===== config.mk =====
export PLATFORM = sky130hd
export DESIGN_NAME = dsq_ctrl
export DESIGN_NICKNAME = d
export VERILOG_FILES = /design/src/hw/rtl/dsq_pkg.sv /design/src/hw/rtl/dsq_ctrl.sv
export SDC_FILE = /design/constraint.sdc
export NUM_CORES = 1
export LEC_CHECK = 0
export ABC_AREA = 0
export BUFFER_PORTS_ARGS = -buffer_cell sky130_fd_sc_hd__buf_2
export CAP_MARGIN = 20
export CORE_AREA = 2 2 39 41
export CTS_BUF_LIST = sky130_fd_sc_hd__clkbuf_16
export CTS_CLUSTER_SIZE = 8
export DETAILED_ROUTE_END_ITERATION = 10
export DIE_AREA = 0 0 41 43
export PLACE_DENSITY = 0.53
export SLEW_MARGIN = 10
export SYNTH_ARGS = -nofsm -noshare
export SYNTH_HDL_FRONTEND = slang
export SYNTH_SLANG_ARGS = --single-unit
export TNS_END_PERCENT = 20

===== constraint.sdc =====
create_clock -name clk_i -period 1.3 [get_ports clk_i]
set_input_delay 0.195 -clock clk_i [delete_from_list [all_inputs] [get_ports clk_i]]
set_output_delay 0.195 -clock clk_i [all_outputs]
set_load 0.005 [all_outputs]

===== src/hw/rtl/dsq_pkg.sv =====
package dsq_pkg;

  localparam int unsigned FracOne     = 65536;
  localparam int unsigned FracW       = 17;
  localparam int unsigned ValueW      = 64;
  localparam int unsigned KeptW       = 11;
  localparam logic [5:0]  StrideLimit = 6'd63;

  // Request codes
  localparam logic ReqObserve = 1'b0;
  localparam logic ReqQuery   = 1'b1;

  typedef struct packed {
    logic              req_type;
    logic [ValueW-1:0] sample_value;
    logic [FracW-1:0]  quantile_fraction;
  } req_t;

  typedef struct packed {
    logic [ValueW-1:0] quantile_value;
    logic              store_empty;
    logic [KeptW-1:0]  kept_count;
  } rsp_t;

  typedef enum logic [2:0] {
    ST_IDLE,
    ST_OBS_CHECK,
    ST_COMPACT,
    ST_RANK,
    ST_INDEX,
    ST_SCAN,
    ST_RESULT
  } state_e;

  // Controller to datapath
  typedef struct packed {
    logic take_obs;
    logic take_query;
    logic write_obs;
    logic compact;
    logic compact_finish;
    logic rank;
    logic index;
    logic scan;
    logic load_out;
  } cmd_t;

  // Datapath to controller
  typedef struct packed {
    logic on_stride;
    logic full;
    logic empty;
    logic compact_done;
    logic scan_done;
    logic out_free;
  } sts_t;

endpackage


===== src/hw/rtl/dsq_ctrl.sv =====
module dsq_ctrl (
  input  logic          clk_i,
  input  logic          rst_ni,
  input  logic          in_valid_i,
  input  logic          req_type_i,
  output logic          in_ready_o,
  input  dsq_pkg::sts_t sts_i,
  output dsq_pkg::cmd_t cmd_o
);

  import dsq_pkg::*;

  state_e state_q, state_d;
  logic   accept;

  assign in_ready_o = (state_q == ST_IDLE);
  assign accept     = in_valid_i && in_ready_o;

  // State register
  always_ff @(posedge clk_i or negedge rst_ni) begin
    if (!rst_ni) begin
      state_q <= ST_IDLE;
    end else begin
      state_q <= state_d;
    end
  end

  // Next state
  always_comb begin
    state_d = state_q;
    case (state_q)
      ST_IDLE: begin
        if (accept) begin
          if (req_type_i == ReqObserve) begin
            state_d = ST_OBS_CHECK;
          end else if (sts_i.empty) begin
            state_d = ST_RESULT;
          end else begin
            state_d = ST_RANK;
          end
        end
      end
      ST_OBS_CHECK: begin
        if (!sts_i.on_stride) begin
          state_d = ST_IDLE;
        end else if (sts_i.full) begin
          state_d = ST_COMPACT;
        end else begin
          state_d = ST_IDLE;
        end
      end
      ST_COMPACT: begin
        if (sts_i.compact_done) begin
          state_d = ST_OBS_CHECK;
        end
      end
      ST_RANK:  state_d = ST_INDEX;
      ST_INDEX: state_d = ST_SCAN;
      ST_SCAN: begin
        if (sts_i.scan_done) begin
          state_d = ST_RESULT;
        end
      end
      ST_RESULT: begin
        if (sts_i.out_free) begin
          state_d = ST_IDLE;
        end
      end
      default: state_d = ST_IDLE;
    endcase
  end

  // Commands
  always_comb begin
    cmd_o = '0;
    case (state_q)
      ST_IDLE: begin
        cmd_o.take_obs   = accept && (req_type_i == ReqObserve);
        cmd_o.take_query = accept && (req_type_i == ReqQuery);
      end
      ST_OBS_CHECK: cmd_o.write_obs = sts_i.on_stride && !sts_i.full;
      ST_COMPACT: begin
        cmd_o.compact        = !sts_i.compact_done;
        cmd_o.compact_finish = sts_i.compact_done;
      end
      ST_RANK:   cmd_o.rank     = 1'b1;
      ST_INDEX:  cmd_o.index    = 1'b1;
      ST_SCAN:   cmd_o.scan     = !sts_i.scan_done;
      ST_RESULT: cmd_o.load_out = sts_i.out_free;
      default: cmd_o = '0;
    endcase
  end

  // Checks
  a_one_cmd: assert property (@(posedge clk_i) disable iff (!rst_ni)
    $onehot0({cmd_o.write_obs, cmd_o.compact, cmd_o.compact_finish, cmd_o.scan,
              cmd_o.load_out, cmd_o.rank, cmd_o.index}))
    else $error("more than one datapath command");
  a_compact_to_check: assert property (@(posedge clk_i) disable iff (!rst_ni)
    cmd_o.compact_finish |=> state_q == ST_OBS_CHECK)
    else $error("compaction did not return to stride check");
  a_result_then_idle: assert property (@(posedge clk_i) disable iff (!rst_ni)
    cmd_o.load_out |=> state_q == ST_IDLE)
    else $error("result load did not end the item");

endmodule


==> impl_metrics.tcl <==
set metrics [dict create \
    synthSimpleGateAreaFrac 0.374 \
    drive_gt1_frac 0.652 \
    met2_usage 0.147 \
    synth_compound_area_frac 0.252 \
    clkTransAtPathRegs_ps 30 \
    drt_iter0_markers 6 \
    synth_top_family_by_area "simple AND/OR/NAND/NOR gates" \
    avgViaCountPerCell 4.79 \
    cts_buffers 3 \
    violations "setup timing" \
    finalMaxSlewViolations 0 \
    synthXorXnorAreaFrac 0 \
    synthCells 37 \
    muxShareOfSynthArea 0.0305 \
    die_y_um 43 \
    power.leakage_uw 0.000310 \
    syn_area_sq_um 328 \
    peakVddDrop_mv 0.836 \
    portBuffers 19 \
    initial_core_util 0.237 \
    ys_seq_area_frac 0.229 \
    layout_common_cells "buf_2, nor2_1, nand2_1, buf_4" \
    outcome "finished, violations left" \
    fin_crit_ps 1340 \
    hold_path_class "primary input to register" \
    largest_reg_flops 3 \
    met3_usage 0.0471 \
    grt_pass1_vias 317 \
    chipWidth_um 41 \
    relSlewSlack 0.792 \
    rows 14 \
    routed_wl_um 983 \
    synth_cell_type_count 22 \
    power.density_nw_per_um2 2450 \
    synth.avg_cell_area_sq_um 8.86 \
    postRouteAntennaNets 0 \
    htreeDepth 1 \
    ios 20 \
    area_growth_pct 85.1 \
    n_antenna_cell 0 \
    cts_root_buf "clkbuf_16" \
    layout.cells.non_filler 82 \
    setup_viol 7 \
    clock-sinks 3 \
    ys_warn_count 0 \
    worst_slack_ps -41.1 \
    worstPathArrival_ps 1150 \
    fmaxAchievable_ghz 0.746 \
    die_area_sq_um 1760 \
    grt_max_degree 9 \
    ys_seq_elements 3 \
    grt.busiest_layer "met1" \
    start_kind "register" \
    grtUsageTotal 0.124 \
    place.gp.congestion 0.740 \
    finalClockSkew_ps 0.975 \
    nets 77 \
    place_inst 71 \
    fillCellCount 144 \
    layout_commonest_cell "buf_2" \
    top_register "state_q" \
    synth_nets 47 \
    worstPathRequired_ps 1110 \
    largestRegisters "state_q x3" \
    drv_cap 0 \
    met1_usage 0.149 \
    core_sq_um 1380 \
    hold_viol 0 \
    firstDrtPassIters 4 \
    clk_latency_ps 220 \
    vias 393 \
    grt-ovfl-total 0 \
    setup_tns_ps -154 \
    critPathMaxFanout 5 \
    synth_fa_ha_area_frac 0 \
    antenna_found_initial 0 \
    grt_first_pass_wirelength_um 1320 \
    rsz0062_at_grt "true" \
    cp-end-kind "output port" \
    clockBufferDepth 2 \
    worst_pin_slew_ps 310 \
    tritoncts "yes" \
    period_share 1.03 \
    wl_per_cell_um 12.0 \
    critical_path_class "register to output port" \
    drc_errors 0 \
]
==> final cells by class <==
cell class | instances | area [sq um] | area share
clock buffers | 3 | 75.1 | 0.124
clock inverters | 1 | 3.75 | 0.00619
inverters | 1 | 3.75 | 0.00619
multi-input cells | 30 | 251 | 0.414
flip-flops and latches | 3 | 78.8 | 0.130
well taps | 16 | 20.0 | 0.0330
repair buffers | 28 | 174 | 0.287
==> cells in the mapped netlist <==
cell type  n  area (sq um)
nor2b_1    1          6.26
nor3_2     1          10.0
and3b_1    1          8.76
nand2b_4   1          13.8
nand2_1    4          15.0
nor3b_1    1          7.51
and3_1     1          6.26
nand2b_1   1          6.26
a21boi_1   1          7.51
and2_1     1          6.26
nor3_1     2          10.0
and4b_1    1          10.0
nor2_1     6          22.5
o32ai_2    2          32.5
buf_6      3          33.8
dfrtp_1    3          75.1
inv_1      1          3.75
a41oi_1    1          8.76
a2bb2oi_2  1          15.0
a311oi_1   1          8.76
mux2i_1    1          10.0
o21ai_0    2          10.0
==> worst max-delay path: stages (launching register included) <==
cell	delay, ps
dfrtp_2	440
buf_6	140
and3b_1	220
buf_2	120
==> stage by stage <==
step	utilization	power (uW)	hold slack [ps]	setup slack, ps	area, sq um
after floorplan	-	664	-101	217	328
after global placement	0.307	756	-3.82	97.1	424
after detailed placement	0.307	763	-2.54	54.7	424
after CTS	0.416	1420	251	-48.1	576
after global routing	0.439	1570	265	-106	607
final	0.439	1490	259	-41.1	607
==> report_power, final <==
group          total [uW]  leakage [uW]  switching [uW]  internal (uW)
Combinational         762      0.000234             329            433
Sequential            249     0.0000336            99.2            149
Clock                 477     0.0000423            80.7            396
Total                1490      0.000310             509            979
==> layer usage <==
metal,share of wire,wire length (um),vias to the layer above
met5,0,0,-
met4,0.019,19,0
met3,0.072,71,2
met2,0.46,451,17
met1,0.45,440,183
li1,-,-,191
==> cells by family after synthesis <==
group	count (synthesis)
mux	1
compound gates	8
buf+inv	4
simple gates	21
flops	3
==> path summary, 6_finish.rpt <==
path                             from    endpoint  slack [ps]  depth (start not counted)
setup / recovery           state_q[2]    cmd_o[3]         -40                          3
hold / removal               sts_i[3]  state_q[2]         260                          3
setup reg to reg           state_q[1]  state_q[2]          40                          5
hold reg to reg            state_q[1]  state_q[1]         700                          2
max in group asynchronous      rst_ni  state_q[0]         880                          2
min in group asynchronous      rst_ni  state_q[1]         300                          2
==> what timing repair did <==
action	CTS	global route
setup buffers	4	2
endpoints found under the hold margin	3	0
hold buffers	1	0
gates resized for setup	9	3
setup endpoints to repair	10	10
pin swaps	3	3
Note: power is estimated with default switching activity, not from simulation.
